File: src/hw/rtl/hfe_pkg.sv
// ----------------------------------------------------------------------------
// hfe_pkg: shared types, constants and the byte table for the frame encoder
// Item descriptor passed from the frame control stage to the byte sequencer,
// and the byte lookup used for every slot of every frame kind.
// ----------------------------------------------------------------------------
`default_nettype none

package hfe_pkg;

    typedef enum logic [1:0] {
        ACT_PAYLOAD = 2'd0,
        ACT_ACK     = 2'd1,
        ACT_NACK    = 2'd2,
        ACT_ERR     = 2'd3
    } action_t;

    localparam int unsigned IDX_W = 4;
    typedef logic [IDX_W-1:0] idx_t;

    // payload frame slots
    localparam idx_t SLOT_PRE0      = 4'd0;
    localparam idx_t SLOT_PRE1      = 4'd1;
    localparam idx_t SLOT_START     = 4'd2;
    localparam idx_t SLOT_LEN       = 4'd3;
    localparam idx_t SLOT_LCS       = 4'd4;
    localparam idx_t SLOT_TFI       = 4'd5;
    localparam idx_t SLOT_DATA      = 4'd6;
    localparam idx_t SLOT_DCS       = 4'd7;
    localparam idx_t SLOT_POSTAMBLE = 4'd8;

    // last slot of the fixed control frames
    localparam idx_t SLOT_ACK_END   = 4'd5;
    localparam idx_t SLOT_ERR_END   = 4'd7;

    localparam logic [7:0] BYTE_ZERO  = 8'h00;
    localparam logic [7:0] BYTE_START = 8'hFF;
    localparam logic [7:0] HOST_TFI   = 8'hD4;
    localparam logic [7:0] ERR_LEN    = 8'h01;
    localparam logic [7:0] ERR_TFI    = 8'h7F;
    localparam logic [7:0] ERR_DCS    = 8'h81;

    typedef struct packed {
        action_t    action;
        logic [7:0] data;
        logic [7:0] len;
        logic [7:0] dcs;
        idx_t       start_idx;
        idx_t       end_idx;
    } item_t;

    function automatic logic [7:0] byte_at(input action_t a, input idx_t idx,
                                           input logic [7:0] len,
                                           input logic [7:0] data,
                                           input logic [7:0] dcs);
        logic [7:0] b;
        b = BYTE_ZERO;
        unique case (a)
            ACT_PAYLOAD: begin
                case (idx)
                    SLOT_START: b = BYTE_START;
                    SLOT_LEN:   b = len;
                    SLOT_LCS:   b = 8'(~len + 8'd1);
                    SLOT_TFI:   b = HOST_TFI;
                    SLOT_DATA:  b = data;
                    SLOT_DCS:   b = dcs;
                    default:    b = BYTE_ZERO;
                endcase
            end
            ACT_ACK: begin
                case (idx)
                    4'd2, 4'd4: b = BYTE_START;
                    default:    b = BYTE_ZERO;
                endcase
            end
            ACT_NACK: begin
                case (idx)
                    4'd2, 4'd3: b = BYTE_START;
                    default:    b = BYTE_ZERO;
                endcase
            end
            ACT_ERR: begin
                case (idx)
                    4'd2, 4'd4: b = BYTE_START;
                    4'd3:       b = ERR_LEN;
                    4'd5:       b = ERR_TFI;
                    4'd6:       b = ERR_DCS;
                    default:    b = BYTE_ZERO;
                endcase
            end
            default: b = BYTE_ZERO;
        endcase
        return b;
    endfunction

endpackage

`default_nettype wire

File: src/hw/rtl/hfe_frame_ctl.sv
// ----------------------------------------------------------------------------
// hfe_frame_ctl: frame state and item register
// Tracks bytes left and the running payload sum, and latches one item
// descriptor per accepted input transaction for the byte sequencer.
// ----------------------------------------------------------------------------
`default_nettype none

module hfe_frame_ctl (
    input  wire                 aclk,
    input  wire                 aresetn,
    input  wire                 in_valid,
    output logic                in_ready,
    input  hfe_pkg::action_t    in_action,
    input  wire [7:0]           in_data,
    input  wire [7:0]           in_length,
    output logic                item_valid,
    output hfe_pkg::item_t      item,
    input  wire                 item_take
);

    logic           item_valid_reg, item_valid_next;
    hfe_pkg::item_t item_reg, item_next;
    logic [7:0]     bytes_left_reg, bytes_left_next;
    logic [7:0]     running_sum_reg, running_sum_next;

    logic       accept;
    logic       first;
    logic [7:0] plen_eff;
    logic [7:0] bl_cur;
    logic [7:0] bl_dec;
    logic [7:0] new_sum;
    logic [7:0] total;

    assign in_ready   = !item_valid_reg || item_take;
    assign accept     = in_valid && in_ready;
    assign item_valid = item_valid_reg;
    assign item       = item_reg;

    always_comb begin
        first    = (bytes_left_reg == 8'd0);
        plen_eff = (in_length == 8'd0) ? 8'd1 : in_length;
        bl_cur   = first ? plen_eff : bytes_left_reg;
        bl_dec   = bl_cur - 8'd1;
        new_sum  = (first ? 8'd0 : running_sum_reg) + in_data;
        total    = hfe_pkg::HOST_TFI + new_sum;

        item_valid_next  = item_valid_reg;
        item_next        = item_reg;
        bytes_left_next  = bytes_left_reg;
        running_sum_next = running_sum_reg;

        if (accept) begin
            item_valid_next     = 1'b1;
            item_next.action    = in_action;
            item_next.data      = in_data;
            item_next.len       = plen_eff + 8'd1;
            item_next.dcs       = 8'(~total + 8'd1);
            item_next.start_idx = hfe_pkg::SLOT_PRE0;
            unique case (in_action) inside
                hfe_pkg::ACT_PAYLOAD: begin
                    item_next.start_idx = first ? hfe_pkg::SLOT_PRE0 : hfe_pkg::SLOT_DATA;
                    item_next.end_idx   = (bl_dec == 8'd0) ? hfe_pkg::SLOT_POSTAMBLE
                                                           : hfe_pkg::SLOT_DATA;
                    bytes_left_next     = bl_dec;
                    running_sum_next    = (bl_dec == 8'd0) ? 8'd0 : new_sum;
                end
                hfe_pkg::ACT_ACK, hfe_pkg::ACT_NACK: begin
                    item_next.end_idx = hfe_pkg::SLOT_ACK_END;
                end
                hfe_pkg::ACT_ERR: begin
                    item_next.end_idx = hfe_pkg::SLOT_ERR_END;
                end
                default: begin
                    item_next.end_idx = hfe_pkg::SLOT_ERR_END;
                end
            endcase
        end else if (item_take) begin
            item_valid_next = 1'b0;
        end
    end

    always_ff @(posedge aclk) begin
        if (!aresetn) begin
            item_valid_reg  <= 1'b0;
            bytes_left_reg  <= 8'd0;
            running_sum_reg <= 8'd0;
        end else begin
            item_valid_reg  <= item_valid_next;
            bytes_left_reg  <= bytes_left_next;
            running_sum_reg <= running_sum_next;
        end
    end

    always_ff @(posedge aclk) begin
        item_reg <= item_next;
    end

`ifndef ASSERT_OFF
    // with no frame open the sum must have been cleared
    a_sum_clear: assert property (@(posedge aclk) disable iff (!aresetn)
        bytes_left_reg == 8'd0 |-> running_sum_reg == 8'd0)
        else $error("running sum not cleared outside a frame");

    a_accept_loads: assert property (@(posedge aclk) disable iff (!aresetn)
        accept |=> item_valid_reg)
        else $error("accepted transaction did not load the item register");
`endif

endmodule

`default_nettype wire

File: src/hw/rtl/hfe_byte_seq.sv
// ----------------------------------------------------------------------------
// hfe_byte_seq: byte sequencer and output register
// Walks the slots of the held item into the output register, one byte per
// cycle unless the output stalls, and releases the item on its last slot.
// ----------------------------------------------------------------------------
`default_nettype none

module hfe_byte_seq (
    input  wire                 aclk,
    input  wire                 aresetn,
    input  wire                 item_valid,
    input  hfe_pkg::item_t      item,
    output logic                item_take,
    output logic                out_valid,
    input  wire                 out_ready,
    output logic [7:0]          out_byte,
    output logic                out_end
);

    logic                busy_reg, busy_next;
    hfe_pkg::idx_t       idx_reg, idx_next;
    logic                valid_reg, valid_next;
    logic [7:0]          byte_reg, byte_next;
    logic                end_reg, end_next;

    hfe_pkg::idx_t cur_idx;
    logic          out_load;
    logic          at_end;

    assign out_valid = valid_reg;
    assign out_byte  = byte_reg;
    assign out_end   = end_reg;

    always_comb begin
        cur_idx   = busy_reg ? idx_reg : item.start_idx;
        out_load  = item_valid && (!valid_reg || out_ready);
        at_end    = (cur_idx == item.end_idx);
        item_take = out_load && at_end;

        busy_next  = busy_reg;
        idx_next   = idx_reg;
        valid_next = valid_reg;
        byte_next  = byte_reg;
        end_next   = end_reg;

        if (out_load) begin
            valid_next = 1'b1;
            byte_next  = hfe_pkg::byte_at(item.action, cur_idx, item.len, item.data,
                                          item.dcs);
            // payload items that end on the data slot leave the frame open
            end_next   = at_end && (item.end_idx != hfe_pkg::SLOT_DATA);
            busy_next  = !at_end;
            idx_next   = cur_idx + hfe_pkg::idx_t'(1);
        end else if (out_ready) begin
            valid_next = 1'b0;
        end
    end

    always_ff @(posedge aclk) begin
        if (!aresetn) begin
            busy_reg  <= 1'b0;
            valid_reg <= 1'b0;
        end else begin
            busy_reg  <= busy_next;
            valid_reg <= valid_next;
        end
    end

    always_ff @(posedge aclk) begin
        idx_reg  <= idx_next;
        byte_reg <= byte_next;
        end_reg  <= end_next;
    end

`ifndef ASSERT_OFF
    a_idx_bound: assert property (@(posedge aclk) disable iff (!aresetn)
        item_valid |-> cur_idx <= item.end_idx)
        else $error("slot index ran past the end of the item");

    a_busy_needs_item: assert property (@(posedge aclk) disable iff (!aresetn)
        busy_reg |-> item_valid)
        else $error("sequencer mid-item with no item held");
`endif

endmodule

`default_nettype wire

File: src/hw/rtl/host_frame_encoder.sv
// ----------------------------------------------------------------------------
// host_frame_encoder: host command to framed transmit byte stream
// Accepts payload and control transactions and emits one byte per output
// transaction, with tlast on the postamble closing each frame.
// ----------------------------------------------------------------------------
// One output byte leaves per cycle while the receiver does not stall. A
// payload byte in the middle of a frame produces 1 output byte, the first
// byte of a frame 7, the last byte 3 and a one-byte frame 9; ACK and NACK
// produce 6 bytes and the application-error frame 8. An item register in
// front of the byte sequencer holds the current transaction, and the next
// is accepted in the same cycle as the current one's last byte enters the
// output register. The output register holds a byte under back-pressure,
// which stalls the sequencer and, while an item is held, the input side.
`default_nettype none

module host_frame_encoder (
    input  wire         aclk,
    input  wire         aresetn,
    input  wire         s_tvalid,
    output logic        s_tready,
    // [1:0] action, [9:2] payload_byte, [17:10] payload_length, [23:18] zero
    input  wire [23:0]  s_tdata,
    output logic        m_tvalid,
    input  wire         m_tready,
    // [7:0] out_byte
    output logic [7:0]  m_tdata,
    // frame_end
    output logic        m_tlast
);

    logic           item_valid;
    logic           item_take;
    hfe_pkg::item_t item;

    hfe_frame_ctl u_ctl (
        .aclk       (aclk),
        .aresetn    (aresetn),
        .in_valid   (s_tvalid),
        .in_ready   (s_tready),
        .in_action  (hfe_pkg::action_t'(s_tdata[1:0])),
        .in_data    (s_tdata[9:2]),
        .in_length  (s_tdata[17:10]),
        .item_valid (item_valid),
        .item       (item),
        .item_take  (item_take)
    );

    hfe_byte_seq u_seq (
        .aclk       (aclk),
        .aresetn    (aresetn),
        .item_valid (item_valid),
        .item       (item),
        .item_take  (item_take),
        .out_valid  (m_tvalid),
        .out_ready  (m_tready),
        .out_byte   (m_tdata),
        .out_end    (m_tlast)
    );

endmodule

`default_nettype wire

File: config.mk
export PLATFORM = sky130hd
export DESIGN_NAME = host_frame_encoder
export DESIGN_NICKNAME = d
export VERILOG_FILES = /design/src/hw/rtl/hfe_pkg.sv /design/src/hw/rtl/hfe_frame_ctl.sv /design/src/hw/rtl/hfe_byte_seq.sv /design/src/hw/rtl/host_frame_encoder.sv
export SDC_FILE = /design/constraint.sdc
export NUM_CORES = 1
export LEC_CHECK = 0
export BUFFER_PORTS_ARGS = -buffer_cell sky130_fd_sc_hd__buf_4
export CAP_MARGIN = 5
export CORE_ASPECT_RATIO = 1.2
export CORE_MARGIN = 4
export CORE_UTILIZATION = 54
export CTS_BUF_LIST = sky130_fd_sc_hd__clkbuf_16
export DETAILED_ROUTE_END_ITERATION = 7
export PLACE_DENSITY = 0.84
export SLEW_MARGIN = 20
export SYNTH_ARGS = -nofsm -noshare
export SYNTH_HDL_FRONTEND = slang
export SYNTH_SLANG_ARGS = --single-unit
File: constraint.sdc
create_clock -name aclk -period 3.6 [get_ports aclk]
set_input_delay 0.54 -clock aclk [delete_from_list [all_inputs] [get_ports aclk]]
set_output_delay 0.54 -clock aclk [all_outputs]
set_load 0.1 [all_outputs]
==> impl.org, run 1 <==
** Clock tree
- Total of hold buffers inserted after clock tree synthesis :: 0
- In this run the clock root is driven by a sky130_fd_sc_hd__clkbuf_16.
- For the worst-skew pair, the clock arrives at the later sink with an insertion delay of 0.33 ns.
- In this run the deepest clock path goes through 2 buffers.
- In this run the number of H-tree levels came out at 3.
- TritonCTS built the clock tree.
- The clock drives 63 sinks.
- Number of buffers created by CTS :: 9
- Worst-path clk slew :: 0.05 ns
- Setup Fix Bufs, Post-CTS :: 0

** Setup path
- Cell with the largest stage delay on the worst path :: sky130_fd_sc_hd__nor4_4
- Startpoint Class :: flop
- Cells traversed along the worst timing path :: nor4_4 -> nand2_2 -> and2_1 -> ha_1 -> a21o_1 -> a21oi_1 -> xnor2_2 -> ha_2 -> xnor3_1 -> nor3b_2 -> buf_4 -> xnor2_1 -> xnor2_1
- Cell family with the largest share of critical-path delay :: simple AND/OR/NAND/NOR gates
- Worst setup path end :: u_ctl.item[13]
- Data arrival time of the critical path :: 3.44 ns
- The worst register-to-register path begins at u_ctl.bytes_left_reg[0].
- Counting cells, the worst reg-to-reg path comes to 13.
- In this design, the stage delay of the slowest critical-path cell is 0.34 ns.
- Flop-to-flop setup slack :: 0.22 ns
- In this run the critical register-to-register path is captured at u_ctl.item[13].
- The critical path runs through a total of 13 cells.
- The critical path starts at u_ctl.bytes_left_reg[0].
- The critical path is of the flop to flop type.
- The most numerous cell type found on the critical path is sky130_fd_sc_hd__xnor2_1.
- For the worst setup path, the data required time is 3.67 ns.
- Of all nets on the critical path, the largest fanout is 6.
- The number of buffers and inverters on the critical path is 1.
- STA classifies the critical path endpoint as a flop.

** Floorplanning
- Initial core utilization :: 0.554
- Area of the die :: 0.00845 mm²
- Die width :: 84.6 µm
- Rows :: 33
- Placeable core area :: 0.00685 mm²
- Die Y :: 99.9 µm
- Number of primary I/O pins :: 39

** Power and ir drop
- IR analysis of the VDD net gives a maximum drop of 0.000282 V.
- In this run the power density over the cells is 463 mW/mm².
- Static leakage :: 1.82 nW

** Drt
- Dividing the detail-routed wire length by the instance count gives 15.4 µm.
- The routed layout has 3118 vias.
- Number of antenna-violating nets in the routed design :: 0
- For this block, the routed nets add up to 8.16 mm of wire.
- Dividing the detail-routed via count by the number of cells gives 5.87.
- The first routing iteration left 185 violations.
- Initial DRT Pass Iterations :: 5
- Drt drc :: 0

** Placement
- In this run the cell area measured after placement is 0.00424 mm².
- Buffers placed on the I/O ports in this run total 32.
- # placed instances :: 515
- Once detailed placement completed, the half-perimeter wirelength came to 6.02 mm.
- Final Wtd Congestion :: 0.939

** GRT
- For this run, the total global-route usage over all layers was measured as 0.200.
- The number of antenna violations at the first check in global routing was 0.
- Summed over all layers, the global routing overflow is 0.
- Entering global routing, the biggest net connects 32 pins.
- The first global-routing pass estimated 13.4 mm of wire.
- Vias in the first global route :: 2899

** Layout
- 0 antenna diodes ended up in the layout.
- Total non-filler cell area in the finished layout :: 0.00455 mm²
- In the final layout, the share of cells above drive strength 1 is 0.182.
- Number of flip-flops in the largest register :: 31
- Relative to the synthesized area, the layout overhead comes to 19.8%.
- Layout net count :: 486
- Excluding fillers, the count of instances in the completed layout stands at 531.

** Synthesis
- Yosys synthesis warning count :: 0
- Number of flops mapped to enable cells by yosys :: 44
- In the synthesized netlist the async set-or-reset flop fraction comes to 0.
- Of the synthesized area, sequential elements account for 0.448.
- The number of nets in the synthesized netlist is 436.
- Synthesis inferred 63 register bits.
- Fraction of synthesized cell area taken by the top area cell type :: 0.348
- The biggest area contributor in the post-synthesis netlist is sky130_fd_sc_hd__edfxtp_1.
- Ranked by total cell area, the synthesized netlist is headed by sky130_fd_sc_hd__edfxtp_1 35%, sky130_fd_sc_hd__dfxtp_1 10%, sky130_fd_sc_hd__ha_1 5.9%.
- Netlist area before placement :: 0.00380 mm²
- Library cells used by synthesis :: 60
- Mean instance size in the synthesized netlist :: 9.77 µm²
- Number of instances in the synthesized netlist :: 389
- Dominant register cell in the synthesized netlist :: sky130_fd_sc_hd__edfxtp_1

** Run
- Count of max-cap constraint violations :: 0

** Timing
- Adding up every negative setup slack in the final design gives 0 ns.
- At the pin with the least slew margin, the transition time is 0.681 ns.
- RSZ-0062 raised after global routing :: false
- Largest clock skew in the final design :: 0.00889 ns
- Final count of hold timing violations :: 0
- Final count of negative-setup-slack endpoints :: 0
- Worst hold-check slack :: 0.404 ns
- Headroom to the max-slew limit :: 0.546
- Fmax achieved :: 296 MHz
- Number of max-slew violations in the final report :: 0
- Of the available clock period, the critical path in the final layout requires 0.938.
- For the finished layout, the period the worst path requires is 3.38 ns.

** Run status
- The run finished with clean final reports.

** Min path
- Hold/Removal Path Class :: primary input to flop
## metrics by stage
step / power (mW) / util / worst slack [ns]
after floorplan: 1.22 / - / 0.0111
after global placement: 1.34 / 0.619 / 0.0744
after detailed placement: 1.36 / 0.619 / 0.0176
after CTS: 2.11 / 0.658 / 0.0644
after global routing: 2.20 / 0.664 / 0.00370
final: 2.11 / 0.664 / 0.222
## cells by family (layout without fill, tap and decap cells)
group                      count (synthesis)  in the layout  synth area share
AOI/OAI and AO/OA                        111            111             0.193
xor gates and xnor gates                  29             29            0.0705
adders and majority gates                 19             19            0.0645
buffers and inverters                     27             82            0.0310
DFF                                       63             63             0.448
muxes                                      4              4            0.0109
and+or+nand+nor                          136            136             0.182
## worst min path at each step
stage                               endpoint  cells after the start                startpoint  slack (ns)
floorplan           u_ctl.running_sum_reg[2]                      2  u_ctl.running_sum_reg[2]        0.43
global placement    u_ctl.running_sum_reg[6]                      2  u_ctl.running_sum_reg[6]        0.43
detailed placement  u_ctl.running_sum_reg[6]                      2  u_ctl.running_sum_reg[6]        0.44
CTS                           u_ctl.item[26]                      1                s_tdata[4]        0.39
global route                  u_ctl.item[24]                      1                s_tdata[2]        0.40
finish                        u_ctl.item[26]                      1                s_tdata[4]        0.40
## cell usage after synthesis (7+ instances only)
| master | n |
|---|---|
| sky130_fd_sc_hd__xor2_1 | 7 |
| sky130_fd_sc_hd__inv_1 | 14 |
| sky130_fd_sc_hd__nand2_1 | 38 |
| sky130_fd_sc_hd__xnor2_1 | 21 |
| sky130_fd_sc_hd__clkbuf_1 | 10 |
| sky130_fd_sc_hd__nor3_1 | 11 |
| sky130_fd_sc_hd__edfxtp_1 | 44 |
| sky130_fd_sc_hd__nand3_1 | 16 |
| sky130_fd_sc_hd__and2_1 | 15 |
| sky130_fd_sc_hd__dfxtp_1 | 19 |
| sky130_fd_sc_hd__a21boi_1 | 8 |
| sky130_fd_sc_hd__a21oi_1 | 17 |
| sky130_fd_sc_hd__nor2_1 | 19 |
| sky130_fd_sc_hd__o21ai_0 | 32 |
| sky130_fd_sc_hd__ha_1 | 18 |
## worst reg2reg max path: stages (launching register included)
cell and delay (ns):
sky130_fd_sc_hd__dfxtp_1 0.33, sky130_fd_sc_hd__nor4_4 0.34, sky130_fd_sc_hd__nand2_2 0.16, sky130_fd_sc_hd__and2_1 0.23
sky130_fd_sc_hd__ha_1 0.27, sky130_fd_sc_hd__a21o_1 0.20, sky130_fd_sc_hd__a21oi_1 0.25, sky130_fd_sc_hd__xnor2_2 0.17
sky130_fd_sc_hd__ha_2 0.23, sky130_fd_sc_hd__xnor3_1 0.31, sky130_fd_sc_hd__nor3b_2 0.26, sky130_fd_sc_hd__buf_4 0.16
sky130_fd_sc_hd__xnor2_1 0.07, sky130_fd_sc_hd__xnor2_1 0.13
## repair_timing
item                                    4_1_cts  5_1_grt
gates resized for setup                       2        7
endpoints found under the setup margin        2        2
pin swaps                                     0        3
## where the power goes
| part | internal (mW) | leakage [nW] | switching (mW) |
|---|---|---|---|
| Combinational | 0.185 | 1.11 | 0.298 |
| Sequential | 0.841 | 0.574 | 0.0343 |
| Clock | 0.453 | 0.137 | 0.297 |
## layout make-up
cell class / count / area, µm²
Clock buffer: 9 / 225
Clock inverter: 7 / 32.5
Fill cell: 499 / 2300
Inverter: 14 / 52.6
Multi-Input combinational cell: 299 / 2040
Sequential cell: 63 / 1700
Tap cell: 87 / 109
Timing Repair Buffer: 52 / 390
## cell usage in the layout, fill, tap and decap left out, drive strengths merged, types with 4 or more instances in the layout
cell type,n
nor2,20
or4,4
nand2,38
a21oi,17
dfxtp,19
nor3,11
buf,52
or3,5
nor2b,5
clkinv,6
and2,15
o21a,4
o211ai,4
o22ai,4
xnor2,21
inv,15
clkbuf,9
ha,18
a21boi,13
a211oi,7
nand3,16
nand2b,6
edfxtp,44
o21ai,33
xor2,7
and3,5
a21o,4
## per-layer routing
metal,share of wire,track usage
met5,0,0
met4,0.018,0.0901
met3,0.053,0.0378
met2,0.52,0.353
met1,0.41,0.235
No activity file was read; power rests on OpenSTA's default activity.
==> run 2: changes to the inputs <==
--- a/config.mk
+++ b/config.mk
@@ -13,6 +13,7 @@
 export CTS_BUF_LIST = sky130_fd_sc_hd__clkbuf_16
 export DETAILED_ROUTE_END_ITERATION = 7
 export PLACE_DENSITY = 0.84
+export RECOVER_POWER = 50
 export SLEW_MARGIN = 20
 export SYNTH_ARGS = -nofsm -noshare
 export SYNTH_HDL_FRONTEND = slang
==> run 2 against run 1 <==
Cell count unchanged. Critical path depth unchanged. Critical endpoint unchanged. Non-clock buffer count did not move. Clock power about the same. Largest power group unchanged. Sequential power about the same. Combinational power shrank 4%. Design area down 2.1%. Sequential share of layout area is 0.79 points higher. Wire length up 0.28%.
==> impl.org, run 2 (synthesized netlist as in run 1, its figures left out) <==
** Clock tree
- Clk sinks :: 63 (unchanged)
- Setup Fix Bufs, Post-CTS :: 0 (unchanged)
- Clock latency on the worst-skew pair :: 0.33 ns (about the same)
- Worst-path clk slew :: 0.05 ns (about the same)
- The number of buffers inserted during clock tree synthesis is 9 (unchanged).
- H-Tree Level Count :: 3 (unchanged)
- TritonCTS built the clock tree.
- The maximum number of buffers from clock root to sink is 2 (unchanged).
- Clock tree synthesis selected as its root buffer the cell sky130_fd_sc_hd__clkbuf_16.

** Timing
- The headroom to the max-slew limit is 0.222 (-0.324).
- Final count of hold timing violations :: 0 (unchanged)
- Actual transition at the worst max-transition pin :: 1.17 ns (+0.492 ns)
- Final cycle utilization of the critical path :: 0.938 (about the same)
- Final critical delay including setup and external delays :: 3.38 ns (-0.0000430 ns)
- The final max-slew violation count came to 0 (unchanged).
- Setup repair after global routing left no endpoint under its margin.
- The post-route setup TNS was 0 ns (unchanged).
- Largest clock skew in the final design :: 0.00875 ns (-0.000143 ns)
- The maximum clock frequency was 296 MHz (about the same).
- Final count of negative-setup-slack endpoints :: 0 (unchanged)

** Power and ir drop
- The fraction of power consumed by combinational cells is 0.222 (-0.007).
- The internal power component came to 1.46 mW (-1.2%).
- PnR Total Power :: 2.09 mW (-0.90%)
- Highest ir drop seen on vdd :: 0.000281 V (-0.34%)
- The leakage power is 1.73 nW (-5.2%).
- The net switching fraction of the power came to 0.301 (+0.00228).
- Sequential fraction of design power :: 0.419 (+0.004)
- Power per unit of standard cell area :: 469 mW/mm² (+1.2%)
- The part of the total power dissipated in the clock network came to 0.359 (+0.003).
- Power spent charging and discharging nets :: 629 µW (-0.14%)

** Setup path
- Walking the worst path, the cells encountered are nor4_4 -> nand2_2 -> and2_1 -> ha_1 -> a21o_1 -> a21oi_1 -> xnor2_2 -> ha_2 -> xnor3_1 -> nor3b_2 -> buf_4 -> xnor2_1 -> xnor2_1.
- Startpoint Class :: flop
- Cell family with the largest share of critical-path delay :: simple AND/OR/NAND/NOR gates
- Data required time at the worst endpoint :: 3.67 ns (about the same)
- Start-to-end type of the worst setup path :: flop to flop
- The slowest stage of the critical path is the sky130_fd_sc_hd__nor4_4 cell.
- The maximum fanout along the worst path came to 6 (unchanged).
- Crit-path max cell delay :: 0.34 ns (about the same)
- The setup slack of the most critical reg-to-reg path is 0.22 ns (about the same).
- The endpoint identified for the worst register-to-register timing path is u_ctl.item[13].
- The buffering stage count on the worst path with inverters included came to 1 (unchanged).
- Most used cell along the critical path :: sky130_fd_sc_hd__xnor2_1
- The depth of the worst register-to-register path came to 13 (unchanged).
- Critical Path Sink Type :: flop
- Reg-to-reg critical path startpoint :: u_ctl.bytes_left_reg[0]
- The arrival time of data at the critical path endpoint came to 3.44 ns (about the same).

** Drt
- Mean routed wirelength per cell :: 15.4 µm (+0.28%)
- Vias post-DR :: 3124 (+0.19%)
- Number of antenna-violating nets in the routed design :: 0 (unchanged)
- Number of DRC markers after the initial detailed-route iteration :: 159 (-14%)
- Drt drc :: 0 (unchanged)
- Initial DRT Pass Iterations :: 5 (unchanged)
- The final routed wirelength across all metal layers is 8.18 mm (+0.28%).
- Number of vias per cell :: 5.88 (+0.19%)

** GRT
- Overflow left after global routing :: 0 (unchanged)
- Global router's overall resource usage :: 0.200 (unchanged)
- The wire length of the first global-routing pass was 13.4 mm (unchanged).
- Initial antenna violation count :: 0 (unchanged)
- The via count of the first global-routing pass came to 2899 (unchanged).
- Pin count of the biggest net entering global routing :: 32 (unchanged)

** Run status
- The run finished with clean final reports.

** Placement
- Final Wtd Congestion :: 0.939 (unchanged)
- The instance area after placement is 0.00424 mm² (unchanged).
- HPWL reported at the end of detailed placement :: 6.02 mm (unchanged)
- The count of input and output buffers came to 32 (unchanged).

** Min path
- The worst hold path depth is 2 (+1).
- The path with the worst hold slack has its endpoint at u_ctl.running_sum_reg[6].
- The worst hold path belongs to the class flop to flop.
- Startpoint of the lowest-slack hold path :: u_ctl.running_sum_reg[6]

** Floorplanning
- The die height is 99.9 µm (unchanged).
- Placeable core area :: 0.00685 mm² (unchanged)
- Die width :: 84.6 µm (unchanged)
- Area of the die :: 0.00845 mm² (unchanged)
- Initial core utilization :: 0.554 (unchanged)
- Number of primary I/O pins :: 39 (unchanged)
- Rows :: 33 (unchanged)

** Layout
- Total non-filler cell area in the finished layout :: 0.00446 mm² (-2.1%)
- The library cell used most frequently in the layout, excluding fill and tap cells, is sky130_fd_sc_hd__edfxtp_1.
- Share of layout cells above drive strength 1 :: 0.126 (-0.0563)
- The final net count was 486 (unchanged).
- Number of flip-flops in the largest register :: 31 (unchanged)
- In the layout the commonest cells are 44 x sky130_fd_sc_hd__edfxtp_1, 36 x sky130_fd_sc_hd__nand2_1, 31 x sky130_fd_sc_hd__o21ai_0.
- Compared with the post-synthesis result, the final layout area differs by 17.3%.
- Antenna Cells :: 0 (unchanged)

** Run
- Count of max-cap constraint violations :: 0 (unchanged)
-- run 2: cell types whose count changed in the layout (fill, tap and decap cells not counted) --
cell,previous run,this run
sky130_fd_sc_hd__clkbuf_1,0,25
sky130_fd_sc_hd__and2_0,0,3
sky130_fd_sc_hd__buf_4,52,27
sky130_fd_sc_hd__and2_1,14,11
-- run 2: timing repair --
action                     CTS  global route
pin swaps                    0             3
gates resized for setup      2             7
setup endpoints to repair    2             2
hold buffers                 0             0
-- run 2: layout make-up --
cell class / count / area [µm²]
Clock buffer: 9 / 225
Clock inverter: 7 / 32.5
Fill cell: 519 / 2400
Inverter: 14 / 52.6
Multi-Input combinational cell: 299 / 2040
Sequential cell: 63 / 1700
Tap cell: 87 / 109
Timing Repair Buffer: 52 / 297
-- run 2: worst max-delay path by stage --
stage	startpoint	cells after the start	to
after global placement	u_ctl.bytes_left_reg[0]	13	u_ctl.item[15]
after CTS	u_ctl.bytes_left_reg[0]	13	u_ctl.item[15]
final	u_ctl.bytes_left_reg[0]	13	u_ctl.item[13]
after global routing	u_ctl.bytes_left_reg[6]	13	u_ctl.item[15]
after floorplan	u_ctl.bytes_left_reg[5]	15	u_ctl.item[15]
after detailed placement	u_ctl.bytes_left_reg[0]	13	u_ctl.item[15]
-- run 2: stage by stage --
step | worst slack [ns] | std cells | utilization | hold slack (ns)
floorplan | 0.0111 | 389 | - | 0.426
global placement | 0.0744 | 515 | 0.619 | 0.432
detailed placement | 0.0176 | 515 | 0.619 | 0.437
CTS | 0.0644 | 531 | 0.658 | 0.394
global route | 0.00372 | 531 | 0.650 | 0.450
finish | 0.222 | 531 | 0.650 | 0.443
-- run 2: layer usage --
metal  share of wire  vias to the layer above  global-route usage
li1                -                     1536                   -
met1            0.41                     1476               0.235
met2            0.52                      100               0.353
met3           0.048                       12              0.0378
met4           0.019                        0              0.0901
met5               0                        -                   0
-- run 2: power by group through the flow --
stage          combinational, mW  clock [mW]  sequential, mW
3_3_place_gp               0.456           0           0.884
5_1_grt                    0.509       0.790           0.881
2_1_floorplan              0.267           0           0.953
3_5_place_dp               0.469           0           0.887
6_report                   0.465       0.749           0.875
4_1_cts                    0.474       0.759           0.874
-- run 2: tightest hold or removal path, stage by stage (launching register included) --
cell                       delay, ns
sky130_fd_sc_hd__dfxtp_1        0.30
sky130_fd_sc_hd__nand2_1        0.05
sky130_fd_sc_hd__a21boi_1       0.05
